File: config.mk
export PLATFORM = sky130hd
export DESIGN_NAME = fvc_queue
export DESIGN_NICKNAME = d
export VERILOG_FILES = /design/src/rtl/fvc_pkg.sv /design/src/rtl/fvc_queue.sv
export SDC_FILE = /design/constraint.sdc
export NUM_CORES = 1
export LEC_CHECK = 0
export ABC_AREA = 1
export BUFFER_PORTS_ARGS = -buffer_cell sky130_fd_sc_hd__buf_2
export CORE_MARGIN = 2
export CORE_UTILIZATION = 48
export DETAILED_ROUTE_END_ITERATION = 6
export HOLD_SLACK_MARGIN = 0.06
export PLACE_DENSITY = 0.71
export SLEW_MARGIN = 20
export SYNTH_ARGS = -nofsm -noshare
export SYNTH_HDL_FRONTEND = slang
export SYNTH_SLANG_ARGS = --single-unit
File: constraint.sdc
create_clock -name clock -period 1.7 [get_ports clock]
set_clock_uncertainty 0.2 [all_clocks]
set_input_delay 0.17 -clock clock [delete_from_list [all_inputs] [get_ports clock]]
set_output_delay 0.17 -clock clock [all_outputs]
set_load 0.005 [all_outputs]
File: src/rtl/fvc_pkg.sv
// Shared constants and types for the six-plane frustum volume cull block.
// No dependencies; imported by every module of the block.
`default_nettype none

package fvc_pkg;

   localparam int PLANE_COUNT     = 6;
   localparam int CORNER_COUNT    = 8;
   localparam int AXIS_COUNT      = 3;
   localparam int REG_BITS        = 64;
   localparam int CSR_INDEX_BITS  = $clog2(PLANE_COUNT);
   localparam int COORD_BITS_DEF  = 16;
   localparam int NORMAL_BITS_DEF = 16;
   localparam int QUEUE_DEPTH     = 4;
   localparam int CMD_BITS        = 3;
   localparam int RSP_DATA_BITS   = 8;

   localparam logic [CMD_BITS-1:0] CMD_BOX      = 3'd0;
   localparam logic [CMD_BITS-1:0] CMD_CYLINDER = 3'd1;
   localparam logic [CMD_BITS-1:0] CMD_SPHERE   = 3'd2;
   localparam logic [CMD_BITS-1:0] CMD_NONE     = 3'd3;

   typedef enum logic [CMD_BITS-1:0] {
      KIND_BOX      = 3'd0,
      KIND_CYLINDER = 3'd1,
      KIND_SPHERE   = 3'd2,
      KIND_NONE     = 3'd3,
      KIND_UNKNOWN  = 3'd4
   } kind_type;

endpackage

`default_nettype wire

File: src/rtl/fvc_queue.sv
// Short first-in first-out queue between the front and back of the cull block.
// Depends on fvc_pkg for its depth.
`default_nettype none

module fvc_queue import fvc_pkg::*; #(
   parameter int WIDTH = 8
) (
   input  wire logic             clock,
   input  wire logic             reset,
   input  wire logic             push_valid,
   output logic                  push_ready,
   input  wire logic [WIDTH-1:0] push_data,
   output logic                  pop_valid,
   input  wire logic             pop_ready,
   output logic [WIDTH-1:0]      pop_data
);

   localparam int PTR_BITS = $clog2(QUEUE_DEPTH);

   logic [WIDTH-1:0]    entry_ff [QUEUE_DEPTH];
   logic [PTR_BITS-1:0] wr_ptr_ff, rd_ptr_ff;
   logic [PTR_BITS:0]   count_ff, count_in;
   logic                do_push, do_pop;

   assign push_ready = count_ff != (PTR_BITS+1)'(QUEUE_DEPTH);
   assign pop_valid  = count_ff != '0;
   assign pop_data   = entry_ff[rd_ptr_ff];
   assign do_push    = push_valid && push_ready;
   assign do_pop     = pop_valid && pop_ready;

   always_comb begin
      count_in = count_ff;
      if (do_push && !do_pop) begin
         count_in = count_ff + 1'b1;
      end else if (do_pop && !do_push) begin
         count_in = count_ff - 1'b1;
      end
   end

   always_ff @(posedge clock) begin
      if (reset) begin
         wr_ptr_ff <= '0;
         rd_ptr_ff <= '0;
         count_ff  <= '0;
      end else begin
         count_ff <= count_in;
         if (do_push) begin
            wr_ptr_ff <= wr_ptr_ff + 1'b1;
         end
         if (do_pop) begin
            rd_ptr_ff <= rd_ptr_ff + 1'b1;
         end
      end
   end

   always_ff @(posedge clock) begin
      if (do_push) begin
         entry_ff[wr_ptr_ff] <= push_data;
      end
   end

endmodule

`default_nettype wire

==> impl_metrics.csv, run 1 <==
group,metric,value,unit
status,status,"complete, but fails checks",
status,violations,"negative setup slack",
timing,relSlewSlack,88.1,%
critical_path,cp_max_fo,2,
cells_and_area,stdcell_count,252,
cells_and_area,fillers,243,
power_and_ir_drop,power.total,3200,µW
floorplan,die_w,63.3,µm
power_and_ir_drop,peakVddDrop,0.890,mV
detailed_routing,wirelength,3530,µm
floorplan,start_util,50.2,%
clock_tree,cts.path.max_buffers,2,
timing,period_minus_slack,1.82,ns
synth,synth_nets,162,
synth,ys_types,19,
cells_and_area,final_nets,223,
placement,portBuffers,21,
synth,yosysMostFrequentCell,"edfxtp_1",
timing,finalSetupViolCount,3,
synth,netlist_instances,144,
floorplan,die_area,4010,µm²
critical_path,worstPathArrival,1.86,ns
clock_tree,cts_tree,"done",
synth,async_reset_ff_share,0,%
placement,place_congestion,0.711,
clock_tree,cts-buffers-inserted,5,
clock_tree,insertion_delay,0.34,ns
timing,worst_slack,-0.117,ns
detailed_routing,post_drt_via_cell_ratio,4.89,
floorplan,fp.dieH,63.3,µm
synth,ys_top_cells_by_count,"32 x edfxtp_1, 28 x nor2_1, 14 x inv_1",
synth,yosys.area.top_type,"edfxtp_1",
timing,period_share,107,%
cells_and_area,ff_latch_area,1160,µm²
job,maxCapViolations,0,
global_routing,grt_max_degree,17,
synth,ys_ff_latch,41,
synth,ys_top_cells_by_area,"edfxtp_1 57%, dfxtp_1 11%, nor2_1 6.2%",
floorplan,core,3360,µm²
critical_path,start_kind,"register",
timing,rsz0062_at_grt,"yes",
placement,dp_hpwl,2240,µm
global_routing,grt_pass1_vias,1232,
detailed_routing,ant_nets,0,
cells_and_area,syn2layout_area_growth,38.5,%
clock_tree,clock_sinks,41,
detailed_routing,drtPass1Iterations,4,
critical_path,critPathKind,"reg -> reg",
timing,whs,0.178,ns
synth,synth_area,1690,µm²
detailed_routing,drt_first_iter_violations,49,
timing,maxSlewViolCount,0,
power_and_ir_drop,power_density,1370,nW/µm²
global_routing,grt_usage,18.4,%
detailed_routing,drc,0,
critical_path,required,1.74,ns
detailed_routing,wl_per_cell,14.0,µm
detailed_routing,dr_total_vias,1233,
global_routing,antenna_found_initial,0,
power_and_ir_drop,power.static_leakage,0.000929,µW
cells_and_area,diodes,0,
global_routing,grt_pass1_wl,5440,µm
clock_tree,clkTransAtPathRegs,0.12,ns
floorplan,row_count,21,
clock_tree,htree_levels,2,
placement,dp_cells,223,
critical_path,cp-end-kind,"register",
worst_hold_path,hold_class,"in -> reg",
synth,ys.flop_type,"edfxtp_1",
clock_tree,cts-root-buf,"clkbuf_4",
cells_and_area,multi_input_area,533,µm²
synth,ys_seq_area_share,67.6,%
synth,synth_top_area_share,56.9,%
synth,yosysWarningCount,0,
global_routing,grt.overflow.total,0,
timing,hold_viol,0,
floorplan,ios,22,
synth,syn_area_per_cell,11.7,µm²
timing,worstMarginPinSlew,0.178,ns
timing,fmax,551,MHz
cells_and_area,drive_above_1_share,39.3,%
synth,synth_edf_count,32,
## final timing paths
| kind | from | to | slack [ns] | depth (start not counted) |
|---|---|---|---|---|
| setup / recovery | count_ff[0] | count_ff[1] | -0.12 | 9 |
| hold / removal | push_valid | wr_ptr_ff[0] | 0.18 | 7 |
| setup reg to reg | count_ff[0] | count_ff[1] | -0.12 | 9 |
| hold reg to reg | rd_ptr_ff[0] | register | 0.32 | 2 |
## metrics by stage
step / setup WS (ns) / utilization [%] / TNS [ns] / cell area, µm²
finish: -0.117 / 69.5 / -0.219 / 2340
global route: -0.171 / 69.5 / -0.407 / 2340
CTS: -0.105 / 66.6 / -0.216 / 2240
detailed placement: -0.124 / 58.3 / -0.200 / 1960
global placement: -0.0466 / 58.3 / -0.0544 / 1960
floorplan: -0.0872 / - / -0.168 / 1720
## repair_timing
action,4_1_cts,5_1_grt
pin swaps,6,16
cloned,0,0
resized for setup,10,29
endpoints found under the setup margin,10,42
buffers inserted,8,4
hold endpoints to repair,41,2
hold buffers,10,1
## per-layer routing
metal	track usage (%)	share of wire, %
met5	0	0
met4	6.79	0.71
met3	5.89	3.8
met2	34.0	56
met1	19.3	39
## critical path: stages (launching register included)
cell and delay, ns:
dfxtp_4 0.37, nor2_4 0.12, nand2_2 0.08, nand2_2 0.08
inv_2 0.05, ha_4 0.16, inv_2 0.06, fa_2 0.43
o21ai_2 0.11, nor2_1 0.05
## layout by cell type (no fill, tap or decap)
cell type,netlist,layout
bufinv_16,0,1
inv_2,2,2
inv_4,0,1
buf_4,0,18
dfxtp_1,9,5
nand3_2,0,1
nand2_2,4,4
clkbuf_4,0,5
nand3_1,4,3
nor2_1,28,27
o22ai_2,0,1
nand2_1,11,11
nand3b_1,1,1
clkinvlp_4,0,1
a21oi_1,3,3
ha_1,5,4
edfxtp_1,32,32
o22ai_1,8,7
inv_1,14,12
dlygate4sd3_1,0,11
buf_6,2,5
o21ai_4,0,1
xor2_1,1,1
nor2_4,0,2
o21ai_2,3,8
o21ai_0,13,5
nor2_2,2,1
ha_4,0,1
o21ai_1,1,3
buf_8,0,2
buf_2,0,20
clkbuf_8,0,1
inv_8,0,1
dfxtp_4,0,4
fa_2,0,1
## layout make-up
cell class                 count  area share (%)
tap                           46            2.46
clock buffer                   6            2.19
sequential                    41            49.5
clock inverter                 2            1.61
multi-input combinational     85            22.8
inverter                      16            3.00
timing repair buffer          56            18.5
## registers in the layout, summed over array words and instances (netlist names), named ones only
| name | count |
|---|---|
| entry_ff | 32 |
| count_ff | 3 |
| rd_ptr_ff | 2 |
| wr_ptr_ff | 2 |
## cells by family (layout without fill, tap and decap cells)
family                     count (synthesis)  count (layout)  share of synthesized area (%)
AOI/OAI and AO/OA                         28              28                           9.56
xor gates and xnor gates                   1               1                          0.519
adders and majority gates                  6               6                           4.89
buffers and inverters                     18              80                           4.89
DFF                                       41              41                           67.6
and+or+nand+nor                           50              50                           12.5
## power breakdown
group / switching (µW) / leakage (µW) / total, µW / internal (µW)
sequential: 101 / 0.000370 / 1350 / 1250
clock: 303 / 0.0000445 / 653 / 349
combinational: 607 / 0.000515 / 1200 / 591
total: 1010 / 0.000929 / 3200 / 2190
No activity file was read; power rests on OpenSTA's default activity.
==> run 2: changes to the inputs <==
--- a/config.mk
+++ b/config.mk
@@ -11,7 +11,7 @@
 export CORE_UTILIZATION = 48
 export DETAILED_ROUTE_END_ITERATION = 6
 export HOLD_SLACK_MARGIN = 0.06
-export PLACE_DENSITY = 0.71
+export PLACE_DENSITY = 0.68
 export SLEW_MARGIN = 20
 export SYNTH_ARGS = -nofsm -noshare
 export SYNTH_HDL_FRONTEND = slang
==> constraint.sdc (replaced) <==
create_clock -name clock -period 1.8 [get_ports clock]
set_clock_uncertainty 0.2 [all_clocks]
set_input_delay 0.18 -clock clock [delete_from_list [all_inputs] [get_ports clock]]
set_output_delay 0.18 -clock clock [all_outputs]
set_load 0.005 [all_outputs]
==> run 2 against run 1 <==
The run still ends with negative setup slack left. Cell area down 7.5%. Register-to-register slack better by 0.11 ns. Total power down 18%. Non-clock buffer count down 8. Routed wire length down 13%. Clock power down 37%. Critical path depth up 3. Worst setup slack better by 0.11 ns. Critical endpoint is now count_ff[2].
==> impl_metrics.csv, run 2 (synthesis gave the netlist of run 1 again) <==
group,metric,value,unit
cells_and_area,fillers,293,
critical_path,cp-end-kind,"register",
global_routing,grt_max_degree,17,
cells_and_area,reg_top3,"entry_ff (32), count_ff (3)",
placement,preCtsSetupSlack,-0.0524,ns
cells_and_area,largest_register_ffs,32,
power_and_ir_drop,p_int,1770,µW
clock_tree,htree_levels,2,
critical_path,critPathMostFrequentCell,"nand2_1",
floorplan,start_util,50.2,%
critical_path,timing.critical_path.buf_inv,2,
critical_path,start_kind,"register",
critical_path,path_cells,"nor2_4 -> nand2_2 -> nand2_4 -> ha_4 -> inv_4 -> fa_2 -> inv_1 -> nand2_1 -> nand3_2 -> nand2_1 -> nand2_1 -> nor2_1",
global_routing,antenna_found_initial,0,
job,maxCapViolations,0,
clock_tree,insertion_delay,0.33,ns
power_and_ir_drop,pwr-share-seq,47.6,%
detailed_routing,drtPass1Iterations,4,
critical_path,cp_slowest_cell,"dfxtp_4",
cells_and_area,stdcell_count,244,
floorplan,ios,22,
placement,dp_hpwl,1980,µm
power_and_ir_drop,combinationalPowerShare,36.8,%
cells_and_area,final_common_cell,"edfxtp_1",
critical_path,worstRegToRegCells,12,
power_and_ir_drop,power_density,1210,nW/µm²
timing,relSlewSlack,88.0,%
detailed_routing,post_drt_via_cell_ratio,4.86,
global_routing,grt.overflow.total,0,
global_routing,grt_usage,16.5,%
worst_hold_path,min-delay-start,"rd_ptr_ff[1]",
cells_and_area,final_nets,215,
timing,hold_viol,0,
cells_and_area,mostFrequentLayoutCells,"32 x edfxtp_1, 28 x nor2_1, 21 x buf_2, 16 x buf_4",
clock_tree,cts_tree,"done",
floorplan,die_w,63.3,µm
critical_path,worstPathArrival,1.85,ns
detailed_routing,drc,0,
detailed_routing,drt_first_iter_violations,41,
worst_hold_path,hold_class,"reg -> reg",
status,status,"complete, but fails checks",
timing,rsz0062_at_grt,"yes",
power_and_ir_drop,p_clk_share,15.6,%
floorplan,die_area,4010,µm²
timing,worstMarginPinSlew,0.179,ns
placement,dp_cells,218,
critical_path,cp_max_fo,2,
power_and_ir_drop,power.static_leakage,0.000859,µW
power_and_ir_drop,switching_share,32.4,%
detailed_routing,dr_total_vias,1186,
critical_path,r2r-start,"count_ff[0]",
timing,period_share,101,%
critical_path,cp.depth,12,
detailed_routing,wirelength,3070,µm
floorplan,core,3360,µm²
timing,finalSetupViolCount,1,
timing,worst_slack,-0.00935,ns
worst_hold_path,hold_depth,2,
global_routing,grt_pass1_vias,1110,
timing,period_minus_slack,1.81,ns
critical_path,required,1.84,ns
critical_path,cpPeakStageDelay,0.36,ns
timing,fin_setup_tns,-0.00935,ns
cells_and_area,top_register,"entry_ff",
detailed_routing,ant_nets,0,
timing,fmax,553,MHz
cells_and_area,syn2layout_area_growth,28.1,%
cells_and_area,diodes,0,
clock_tree,clock_sinks,41,
critical_path,crit_start,"count_ff[0]",
power_and_ir_drop,peakVddDrop,0.645,mV
critical_path,critPathKind,"reg -> reg",
floorplan,row_count,21,
timing,whs,0.307,ns
clock_tree,cts.path.max_buffers,2,
detailed_routing,wl_per_cell,12.6,µm
placement,place_congestion,0.693,
global_routing,grt_pass1_wl,4950,µm
timing,maxSlewViolCount,0,
floorplan,fp.dieH,63.3,µm
power_and_ir_drop,power.switching,851,µW
clock_tree,cts-buffers-inserted,5,
critical_path,crit_family,"simple AND/OR/NAND/NOR gates",
placement,portBuffers,21,
cells_and_area,drive_above_1_share,32.3,%
clock_tree,cts-root-buf,"clkbuf_4",
clock_tree,clkTransAtPathRegs,0.11,ns
status,violations,"negative setup slack",
## run 2: cell count changes in the layout (fill, tap and decap cells not counted), moves of 2 or more
cell,change
o21ai_2,-5
buf_6,-5
clkinv_1,+2
buf_4,-2
buf_8,-2
o21ai_0,+7
## run 2: cell type report
| cell class | count | area (µm²) | share of cell area, % |
|---|---|---|---|
| timing repair buffer | 48 | 335 | 15.5 |
| clock buffer | 5 | 37.5 | 1.74 |
| inverter | 16 | 68.8 | 3.18 |
| sequential | 41 | 1150 | 53.4 |
| clock inverter | 3 | 12.5 | 0.579 |
| tap | 46 | 57.6 | 2.66 |
| multi-input combinational | 85 | 497 | 23.0 |
## run 2: timing repair
action / in CTS / in global routing
resized for setup: 5 / 5
hold endpoints to repair: 41 / 0
hold buffers: 11 / 0
setup endpoints to repair: 10 / 10
pin swaps: 3 / 6
setup buffers: 4 / 3
## run 2: through the flow
stage	util, %	total power (µW)	cell area [µm²]
4_1_cts	63.4	2610	2130
3_3_place_gp	57.2	2070	1920
6_report	64.3	2620	2160
3_5_place_dp	57.2	2110	1920
5_1_grt	64.3	2810	2160
2_1_floorplan	-	1800	1720
## run 2: routing by layer
metal / share of wire (%) / global-route usage, % / up-vias
met2: 52 / 30.1 / 20
met5: 0 / 0 / -
met1: 42 / 18.2 / 557
li1: - / - / 604
met3: 3.5 / 3.75 / 5
met4: 1.7 / 7.34 / 0
## run 2: worst paths after layout
kind | to | slack [ns]
max reg2reg | count_ff[2] | -0.009
min reg2reg | register | 0.31
max | count_ff[2] | -0.009
min | register | 0.31
## run 2: worst reg2reg max path, stage by stage, from the launching register on
cell and delay (ns):
dfxtp_4 0.36, nor2_4 0.12, nand2_2 0.08, nand2_4 0.08, ha_4 0.15, inv_4 0.04, fa_2 0.36, inv_1 0.07
nand2_1 0.06, nand3_2 0.07, nand2_1 0.05, nand2_1 0.05, nor2_1 0.03
## run 2: power by group through the flow
stage / logic, µW / registers, µW / clock network [µW]
floorplan: 536 / 1270 / 0
global placement: 792 / 1280 / 0
detailed placement: 823 / 1290 / 0
CTS: 930 / 1250 / 427
global route: 1080 / 1270 / 465
finish: 966 / 1250 / 409
