$ cat config.mk
export PLATFORM = sky130hd
export DESIGN_NAME = fvc_front
export DESIGN_NICKNAME = d
export VERILOG_FILES = /design/src/rtl/fvc_pkg.sv /design/src/rtl/fvc_front.sv
export SDC_FILE = /design/constraint.sdc
export NUM_CORES = 1
export LEC_CHECK = 0
export ABC_CLOCK_PERIOD_IN_PS = 2800
export BUFFER_PORTS_ARGS = -buffer_cell sky130_fd_sc_hd__buf_2
export CORE_MARGIN = 2
export CORE_UTILIZATION = 44
export DETAILED_ROUTE_END_ITERATION = 8
export GPL_ROUTABILITY_DRIVEN = 0
export PLACE_DENSITY = 0.83
export SYNTH_ARGS = -nofsm -noshare
export SYNTH_HDL_FRONTEND = slang
export SYNTH_SLANG_ARGS = --single-unit
$ cat constraint.sdc
create_clock -name clock -period 2.8 [get_ports clock]
set_input_delay 0.28 -clock clock [delete_from_list [all_inputs] [get_ports clock]]
set_output_delay 0.28 -clock clock [all_outputs]
set_load 0.05 [all_outputs]
$ cat src/rtl/fvc_pkg.sv
// Shared constants and types for the six-plane frustum volume cull block.
// No dependencies; imported by every module of the block.
`default_nettype none

package fvc_pkg;

   localparam int PLANE_COUNT     = 6;
   localparam int CORNER_COUNT    = 8;
   localparam int AXIS_COUNT      = 3;
   localparam int REG_BITS        = 64;
   localparam int CSR_INDEX_BITS  = $clog2(PLANE_COUNT);
   localparam int COORD_BITS_DEF  = 16;
   localparam int NORMAL_BITS_DEF = 16;
   localparam int QUEUE_DEPTH     = 4;
   localparam int CMD_BITS        = 3;
   localparam int RSP_DATA_BITS   = 8;

   localparam logic [CMD_BITS-1:0] CMD_BOX      = 3'd0;
   localparam logic [CMD_BITS-1:0] CMD_CYLINDER = 3'd1;
   localparam logic [CMD_BITS-1:0] CMD_SPHERE   = 3'd2;
   localparam logic [CMD_BITS-1:0] CMD_NONE     = 3'd3;

   typedef enum logic [CMD_BITS-1:0] {
      KIND_BOX      = 3'd0,
      KIND_CYLINDER = 3'd1,
      KIND_SPHERE   = 3'd2,
      KIND_NONE     = 3'd3,
      KIND_UNKNOWN  = 3'd4
   } kind_type;

endpackage

`default_nettype wire

$ cat src/rtl/fvc_front.sv
// Front end of the frustum cull: takes requests, classifies the volume kind.
// Depends on fvc_pkg; feeds fvc_queue.
`default_nettype none

module fvc_front import fvc_pkg::*; #(
   parameter int COORD_BITS = COORD_BITS_DEF
) (
   input  wire logic                          clock,
   input  wire logic                          reset,
   input  wire logic                          req_tvalid,
   output logic                               req_tready,
   input  wire logic [6*COORD_BITS-4:0]       req_data,
   input  wire logic [CMD_BITS-1:0]           req_tuser,
   output logic                               push_valid,
   input  wire logic                          push_ready,
   output logic [CMD_BITS+6*COORD_BITS-4:0]   push_data
);

   logic                          hold_valid_ff, hold_valid_in;
   kind_type                      kind_ff, kind_in;
   logic [6*COORD_BITS-4:0]       data_ff;

   assign req_tready = !hold_valid_ff || push_ready;
   assign push_valid = hold_valid_ff;
   assign push_data  = {kind_ff, data_ff};

   always_comb begin
      unique case (req_tuser)
         CMD_BOX:      kind_in = KIND_BOX;
         CMD_CYLINDER: kind_in = KIND_CYLINDER;
         CMD_SPHERE:   kind_in = KIND_SPHERE;
         CMD_NONE:     kind_in = KIND_NONE;
         default:      kind_in = KIND_UNKNOWN;
      endcase
   end

   always_comb begin
      hold_valid_in = hold_valid_ff;
      if (req_tready) begin
         hold_valid_in = req_tvalid;
      end
   end

   always_ff @(posedge clock) begin
      if (reset) begin
         hold_valid_ff <= 1'b0;
      end else begin
         hold_valid_ff <= hold_valid_in;
      end
   end

   always_ff @(posedge clock) begin
      if (req_tready && req_tvalid) begin
         kind_ff <= kind_in;
         data_ff <= req_data;
      end
   end

endmodule

`default_nettype wire

==> results of run 1 <==
## cell usage in the layout, fill, tap and decap left out
master / n
buf_2: 197
edfxtp_1: 96
clkbuf_8: 9
nor2b_1: 2
clkinvlp_4: 2
clkinv_2: 2
nand2b_4: 1
and2_4: 1
inv_1: 1
a21oi_2: 1
inv_6: 1
buf_12: 1
dfxtp_1: 1
## kinds of logic after synthesis
group / after synthesis / synth area share, %
and+or+nand+nor: 4 / 1.19
DFF: 97 / 98.3
AOI/OAI and AO/OA: 1 / 0.297
buffers and inverters: 2 / 0.254
## sequential cells by signal (all words and copies together), names as in the netlist
signal,count
kind_ff,3
push_valid,1
data_ff,93
## stage by stage
stage          hold slack, ns  power [mW]  worst slack [ns]  instance area [sq um]  cells
2_1_floorplan           0.342        2.08             0.871                   2950    104
3_3_place_gp            0.444        2.22              1.14                   4050    378
3_5_place_dp            0.450        2.24              1.05                   4050    378
4_1_cts                0.0719        2.99              1.11                   4210    392
5_1_grt                0.0682        3.06              1.03                   4210    392
6_report               0.0886        2.96              1.10                   4210    392
## worst max-delay path by stage
stage | end | slack [ns]
final | data_ff[11] | 1.10
after global routing | data_ff[0] | 1.03
after CTS | data_ff[67] | 1.11
after detailed placement | data_ff[4] | 1.05
after global placement | data_ff[9] | 1.14
after floorplan | data_ff[0] | 0.87
## routing by layer
metal | vias up | routed length [um]
met3 | 8 | 838
met1 | 849 | 2200
met5 | - | 0
met4 | 0 | 93
met2 | 113 | 3970
li1 | 826 | -
## synthesized netlist by cell type
| cell type | instances |
|---|---|
| nor2b_1 | 2 |
| clkbuf_1 | 1 |
| dfxtp_1 | 1 |
| and2_4 | 1 |
| inv_1 | 1 |
| edfxtp_1 | 96 |
| nand2b_4 | 1 |
| a21oi_2 | 1 |
## worst reg2reg max path, stage by stage (launching register included)
cell      delay, ns
dfxtp_1        0.37
nand2b_4       0.12
and2_4         0.50
buf_12         0.37
## power groups by stage
stage	registers (mW)	clock network [mW]	logic, mW
6_report	1.72	0.758	0.486
3_5_place_dp	1.75	0	0.489
2_1_floorplan	2.04	0	0.0325
5_1_grt	1.73	0.835	0.503
4_1_cts	1.72	0.781	0.488
3_3_place_gp	1.75	0	0.480
## final cells by class
cell class                 instances  area share (%)
clock inverter                     5           0.802
tap                               77            2.29
timing repair buffer             198            23.9
clock buffer                       9            2.94
inverter                           1          0.0892
sequential                        97            68.9
multi-input combinational          5            1.04
==> results.sh, run 1 <==
export IMPL_tns_ns=0
export IMPL_synth_area_sq_um=2950
export IMPL_cts_tree="done"
export IMPL_yosys_warnings=0
export IMPL_p_per_area_nw_per_um2=703
export IMPL_holdCritPathClass="in2reg"
export IMPL_wl_per_cell_um=18.1
export IMPL_worstHoldStart="reset"
export IMPL_regArea_sq_um=2900
export IMPL_r2r_cells=3
export IMPL_synth_top_area_share_pct=97.6
export IMPL_status="finished clean"
export IMPL_antenna_found_initial=0
export IMPL_coreArea_sq_um=6420
export IMPL_portBuffers=197
export IMPL_drv_slew=0
export IMPL_syn_to_final_growth_pct=42.5
export IMPL_drc_errors=0
export IMPL_cp_slowest_cell="and2_4"
export IMPL_report_final_hold_viol_count=0
export IMPL_cts_sinks=97
export IMPL_track_usage_pct=19.0
export IMPL_p_sw_uw=845
export IMPL_rows=29
export IMPL_root_buffer="clkbuf_8"
export IMPL_io_pins=198
export IMPL_start_kind="register"
export IMPL_syn_instance_count=104
export IMPL_grtUsageMet3_pct=9.91
export IMPL_num_vias=1796
export IMPL_switching_share_pct=28.5
export IMPL_synth_area_leader_cell="edfxtp_1"
export IMPL_nets=412
export IMPL_pwr_share_clk_pct=25.6
export IMPL_peakVddDrop_mv=0.486
export IMPL_via_per_inst=4.58
export IMPL_routed_wl_um=7100
export IMPL_ys_ff_latch=97
export IMPL_crit_fanout=55
export IMPL_start_util_pct=46.0
export IMPL_crit_path_end_kind="register"
export IMPL_reg2reg_to="data_ff[11]"
export IMPL_dpl_hpwl_um=5420
export IMPL_fillers=456
export IMPL_slew_headroom_pct=63.6
export IMPL_clk_latency_ns=0.35
export IMPL_utilization_pct=65.6
export IMPL_gr_max_usage_layer="met2"
export IMPL_crit_family="simple AND/OR/NAND/NOR gates"
export IMPL_cts_setup_buffers=0
export IMPL_tightest_slew_ns=0.546
export IMPL_multi_input_area_sq_um=43.8
export IMPL_synth_area_top_cells="edfxtp_1 (98%), dfxtp_1 (0.68%), nand2b_4 (0.47%)"
export IMPL_antenna_left=0
export IMPL_ys_seq_area_share_pct=98.3
export IMPL_regToRegStartpoint="push_valid"
export IMPL_worstPathCellList="nand2b_4 > and2_4 > buf_12"
export IMPL_synth_area_per_cell_sq_um=28.4
export IMPL_rsz0062_at_grt="no"
export IMPL_critPathArrivalTime_ns=1.72
export IMPL_synth_distinct_cells=8
export IMPL_period_needed_ns=1.70
export IMPL_ff2ff_setup_slack_ns=1.10
export IMPL_syn_num_nets=204
export IMPL_globalRouteOverflowTotal=0
export IMPL_crit_required_ns=2.82
export IMPL_worst_path_stages=3
export IMPL_drt_initial_drc_count=55
export IMPL_pwr_share_seq_pct=58.0
export IMPL_clock_path_buffers=2
export IMPL_cap_violations=0
export IMPL_p_int_mw=2.12
export IMPL_grt_pass1_vias=1907
export IMPL_clk_pin_slew_ns=0.08
export IMPL_numCtsBuffers=9
export IMPL_finalSetupViolCount=0
export IMPL_fin_worst_skew_ns=0.00650
export IMPL_dr_pass1_iters=4
export IMPL_grt_max_degree=56
export IMPL_finalCritPeriodShare_pct=60.7
export IMPL_hold_end="push_valid"
export IMPL_cpPeakStageDelay_ns=0.50
export IMPL_hold_buffers=0
export IMPL_worst_setup_path_type="reg2reg"
export IMPL_grtUsageMet1_pct=18.1
export IMPL_total_leakage_power_nw=1.82
export IMPL_hold_path_depth=2
export IMPL_cts_resized_gates=0
export IMPL_grt_pass1_wl_um=9810
export IMPL_use_met2_pct=34.6
export IMPL_htreeDepth=3
export IMPL_crit_start="push_valid"
export IMPL_layout_drive_gt1_share_pct=68.3
export IMPL_antennaDiodeCount=0
export IMPL_die_h_um=85.9
export IMPL_worstPathBufferInverterCount=1
export IMPL_fmax_ghz=0.589
export IMPL_fp_dieW_um=85.9
export IMPL_die_area_sq_um=7380
export IMPL_pwr_share_comb_pct=16.4
Note: power is estimated with default switching activity, not from simulation.
==> inputs of run 2 (changes only) <==
Settings changed: ABC_AREA from default to 1, ABC_CLOCK_PERIOD_IN_PS 2800 to 1500, CORE_UTILIZATION 44 to 37, PLACE_DENSITY 0.83 to 0.74.
Clock period 2.8 ns to 1.5 ns, I/O delays scaled along.
==> results.sh, run 2 <==
export IMPL_status="finished clean"
export IMPL_layout_drive_gt1_share_pct=52.3
export IMPL_nets=511
export IMPL_crit_path_end_kind="output port"
export IMPL_ys_ff_latch=97
export IMPL_critPathArrivalTime_ns=1.05
export IMPL_htreeDepth=3
export IMPL_total_leakage_power_nw=2.26
export IMPL_top_register="data_ff"
export IMPL_synth_xor_area_share_pct=0
export IMPL_dpl_hpwl_um=4670
export IMPL_synth_area_leader_cell="edfxtp_1"
export IMPL_synth_area_per_cell_sq_um=27.6
export IMPL_largest_register_ffs=93
export IMPL_synth_edf_count=96
export IMPL_num_vias=2201
export IMPL_finalSetupViolCount=0
export IMPL_synth_top_family_by_area="buffers and inverters"
export IMPL_globalRouteOverflowTotal=0
export IMPL_regArea_sq_um=2910
export IMPL_mostFrequentLayoutCells="buf_2 (197), edfxtp_1 (96), dlygate4sd3_1 (95), clkbuf_8 (9), inv_1 (3)"
export IMPL_grt_pass1_vias=2346
export IMPL_synth_flop_cell="edfxtp_1"
export IMPL_die_area_sq_um=8700
export IMPL_start_util_pct=38.2
export IMPL_crit_required_ns=1.35
export IMPL_drt_initial_drc_count=47
export IMPL_rsz0062_at_grt="no"
export IMPL_worst_setup_path_type="reg2out"
export IMPL_cts_sinks=97
export IMPL_slew_headroom_pct=82.1
export IMPL_fp_dieW_um=93.3
export IMPL_die_h_um=93.3
export IMPL_antenna_left=0
export IMPL_report_final_hold_viol_count=0
export IMPL_root_buffer="clkbuf_8"
export IMPL_fmax_ghz=0.834
export IMPL_clk_pin_slew_ns=0.08
export IMPL_p_per_area_nw_per_um2=1150
export IMPL_dp_cells=407
export IMPL_yosys_warnings=0
export IMPL_crit_fanout=3
export IMPL_coreArea_sq_um=7730
export IMPL_ys_top_cells_by_count="edfxtp_1 (96), inv_1 (3), nor2_1 (2)"
export IMPL_cts_setup_buffers=0
export IMPL_async_flop_share_pct=0
export IMPL_drc_errors=0
export IMPL_cts_resized_gates=0
export IMPL_fin_worst_skew_ns=0.0103
export IMPL_grt_max_degree=53
export IMPL_instances_no_fill=520
export IMPL_start_kind="register"
export IMPL_ys_seq_area_share_pct=98.4
export IMPL_synth_most_common_cell="edfxtp_1"
export IMPL_synth_top_area_share_pct=97.8
export IMPL_synth_distinct_cells=9
export IMPL_syn_to_final_growth_pct=79.0
export IMPL_holdCritPathClass="in2reg"
export IMPL_cts_tree="done"
export IMPL_dr_pass1_iters=6
export IMPL_synth_area_top_cells="edfxtp_1 (98%), dfxtp_1 (0.68%), inv_1 (0.38%)"
export IMPL_synth_area_sq_um=2950
export IMPL_synth_compound_area_share_pct=0.467
export IMPL_track_usage_pct=18.2
export IMPL_tightest_slew_ns=0.268
export IMPL_clock_path_buffers=2
export IMPL_hold_buffers=94
export IMPL_peakVddDrop_mv=0.631
export IMPL_rows=32
export IMPL_fillers=512
export IMPL_portBuffers=197
export IMPL_numCtsBuffers=9
export IMPL_multi_input_area_sq_um=38.8
export IMPL_final_common_cell="buf_2"
export IMPL_antenna_found_initial=2
export IMPL_synthSimpleGateAreaFrac_pct=0.467
export IMPL_finalCritPeriodShare_pct=80.0
export IMPL_period_needed_ns=1.20
export IMPL_io_pins=198
export IMPL_wl_per_cell_um=15.3
export IMPL_routed_wl_um=7970
export IMPL_utilization_pct=68.3
export IMPL_syn_instance_count=107
export IMPL_synth_mux_area_fraction_pct=0
export IMPL_clk_latency_ns=0.35
export IMPL_drv_slew=0
export IMPL_yosys_area_share_adder_pct=0
export IMPL_grt_pass1_wl_um=11600
export IMPL_cap_violations=0
export IMPL_syn_num_nets=207
export IMPL_via_per_inst=4.23
## run 2: routing by layer
layer | track usage (%) | vias to the layer above | part of all wire (%)
met1 | 18.9 | 1016 | 36
met2 | 32.3 | 138 | 52
met3 | 6.53 | 15 | 9.8
met5 | 0 | - | 0
li1 | - | 1032 | -
met4 | 8.82 | 0 | 1.9
## run 2: logic make-up (layout without fill, tap and decap cells)
| family | after synthesis | count (layout) |
|---|---|---|
| other | 0 | 3 |
| AND/OR/NAND/NOR | 3 | 3 |
| AO/OA/AOI/OAI | 2 | 2 |
| flip-flops | 97 | 97 |
| buffers and inverters | 5 | 313 |
## run 2: worst max-delay path, stage by stage (launching register included)
cell,delay (ns)
dfxtp_4,0.37
nand2_2,0.08
buf_2,0.26
## run 2: final timing paths
path / slack [ns] / cells after the start / startpoint / to
setup / recovery: 0.30 / 2 / push_valid / req_tready
hold / removal: 0.1 / 3 / req_tuser[0] / kind_ff[0]
setup reg to reg: 0.32 / 2 / push_valid / data_ff[49]
hold reg to reg: 0.53 / 2 / push_valid / push_valid
## run 2: area by class of cell
type                            count  area share (%)
Tap cell                          102            2.42
Multi-Input combinational cell      5           0.735
Clock buffer                        9            2.35
Inverter                            4           0.284
Timing Repair Buffer              294            37.4
Sequential cell                    97            55.0
Clock inverter                      6            1.59
Antenna cell                        3           0.142
## run 2: where the power goes
group	total [mW]	switching, mW	internal (mW)	leakage, nW
Combinational	1.11	0.745	0.368	1.22
Clock	1.76	0.840	0.922	0.100
Sequential	3.20	0.0401	3.16	0.938
## run 2: stage by stage
stage	cell area (sq um)	hold slack [ns]	setup TNS (ns)	total power, mW	setup slack, ns
final	5280	0.0960	0	6.08	0.300
after global routing	5280	0.105	0	6.28	0.253
after CTS	5260	0.000661	0	6.10	0.287
after detailed placement	4110	0.306	0	4.18	0.320
after global placement	4110	0.302	0	4.16	0.345
after floorplan	2960	0.203	-93.54	3.88	-0.974
==> inputs of run 3 (changes only) <==
Settings changed: ABC_CLOCK_PERIOD_IN_PS 1500 to 1100.
Clock period 1.5 ns to 1.1 ns, I/O delays scaled along.
==> results.sh, run 3 (same netlist as run 2, synthesis figures left out) <==
export IMPL_period_needed_ns=1.19
export IMPL_globalRouteOverflowTotal=0
export IMPL_grtUsageMet1_pct=19.3
export IMPL_grtUsageMet3_pct=6.53
export IMPL_grt_pass1_wl_um=11300
export IMPL_fp_dieW_um=93.3
export IMPL_hold_path_depth=3
export IMPL_status="finished with violations"
export IMPL_clk_pin_slew_ns=0.09
export IMPL_tightest_slew_ns=0.272
export IMPL_drv_slew=0
export IMPL_crit_required_ns=1.17
export IMPL_mostFrequentLayoutCells="buf_2 (179), edfxtp_1 (96), dlygate4sd3_1 (95), buf_4 (11), clkbuf_8 (9)"
export IMPL_clk_latency_ns=0.35
export IMPL_rsz0062_at_grt="yes"
export IMPL_nets=524
export IMPL_tns_ns=-7.14
export IMPL_total_leakage_power_nw=2.40
export IMPL_r2r_cells=3
export IMPL_fmax_ghz=0.840
export IMPL_cap_violations=0
export IMPL_slew_headroom_pct=82.0
export IMPL_portBuffers=197
export IMPL_cts_sinks=97
export IMPL_antenna_found_initial=2
export IMPL_final_common_cell="buf_2"
export IMPL_hold_ws_ns=0.0705
export IMPL_post_dp_cell_area_sq_um=4120
export IMPL_cts_tree="done"
export IMPL_start_kind="register"
export IMPL_dr_pass1_iters=4
export IMPL_finalSetupViolCount=97
export IMPL_clock_path_buffers=2
export IMPL_worst_slack_ns=-0.0899
export IMPL_violations="negative setup slack"
export IMPL_p_per_area_nw_per_um2=1480
export IMPL_track_usage_pct=17.6
export IMPL_via_per_inst=4.17
export IMPL_fin_worst_skew_ns=0.0122
export IMPL_wl_per_cell_um=15.8
export IMPL_finalCritPeriodShare_pct=108
export IMPL_num_vias=2224
export IMPL_worst_setup_path_type="reg2reg"
export IMPL_stdcell_area_sq_um=5600
export IMPL_layout_drive_gt1_share_pct=53.6
export IMPL_die_h_um=93.3
export IMPL_rows=32
export IMPL_critPathArrivalTime_ns=1.26
export IMPL_dp_cells=408
export IMPL_grt_max_degree=47
export IMPL_drt_initial_drc_count=58
export IMPL_utilization_pct=72.4
export IMPL_instances_no_fill=533
export IMPL_start_util_pct=38.2
export IMPL_largest_register_ffs=93
export IMPL_crit_path_end_kind="register"
export IMPL_io_pins=198
export IMPL_numCtsBuffers=9
export IMPL_report_final_hold_viol_count=0
export IMPL_use_met2_pct=31.4
export IMPL_antenna_left=0
export IMPL_crit_fanout=12
export IMPL_peakVddDrop_mv=1.15
export IMPL_drc_errors=0
export IMPL_root_buffer="clkbuf_8"
export IMPL_coreArea_sq_um=7730
export IMPL_p_total_mw=8.26
export IMPL_place_ws_ns=-0.0518
export IMPL_routed_wl_um=8420
export IMPL_die_area_sq_um=8700
export IMPL_holdCritPathClass="in2reg"
export IMPL_top_register="data_ff"
export IMPL_htreeDepth=3
export IMPL_syn_to_final_growth_pct=89.8
export IMPL_grt_pass1_vias=2247
export IMPL_gr_max_usage_layer="met2"
run 3: worst paths after layout:
path                 from          end  slack, ns
min          req_tuser[0]   kind_ff[0]       0.07
min reg2reg    push_valid   push_valid       0.73
max reg2reg    push_valid  data_ff[69]      -0.09
max            push_valid  data_ff[69]      -0.09
run 3: final cells by class:
class | count | area, sq um
timing repair buffer | 307 | 2310
clock buffer | 12 | 135
sequential | 97 | 2910
inverter | 4 | 15.0
multi-input combinational | 5 | 43.8
antenna | 2 | 5.00
fill | 492 | 2130
clock inverter | 4 | 53.8
tap | 102 | 128
run 3: power breakdown:
| group | switching [mW] | internal (mW) |
|---|---|---|
| Combinational | 1.05 | 0.645 |
| Sequential | 0.0586 | 4.31 |
| Clock | 1.13 | 1.06 |
| Total | 2.24 | 6.02 |
run 3: repair_timing:
| item | in CTS | in global routing |
|---|---|---|
| endpoints found under the hold margin | 95 | 0 |
| buffers inserted | 1 | 2 |
| gates cloned | 1 | 8 |
| endpoints found under the setup margin | 99 | 114 |
| pin swaps | 0 | 2 |
| gates resized for setup | 7 | 40 |
| hold buffers | 95 | 0 |
run 3: metal layers:
| metal | up-vias | part of all wire [%] |
|---|---|---|
| li1 | 1063 | - |
| met1 | 1027 | 38 |
| met2 | 125 | 52 |
| met3 | 9 | 9.2 |
| met4 | 0 | 1.2 |
| met5 | - | 0 |
run 3: worst max-delay path: stages (launching register included):
cell and delay, ns:
dfxtp_4 0.37, a21oi_4 0.21, buf_12 0.17, clkbuf_16 0.17
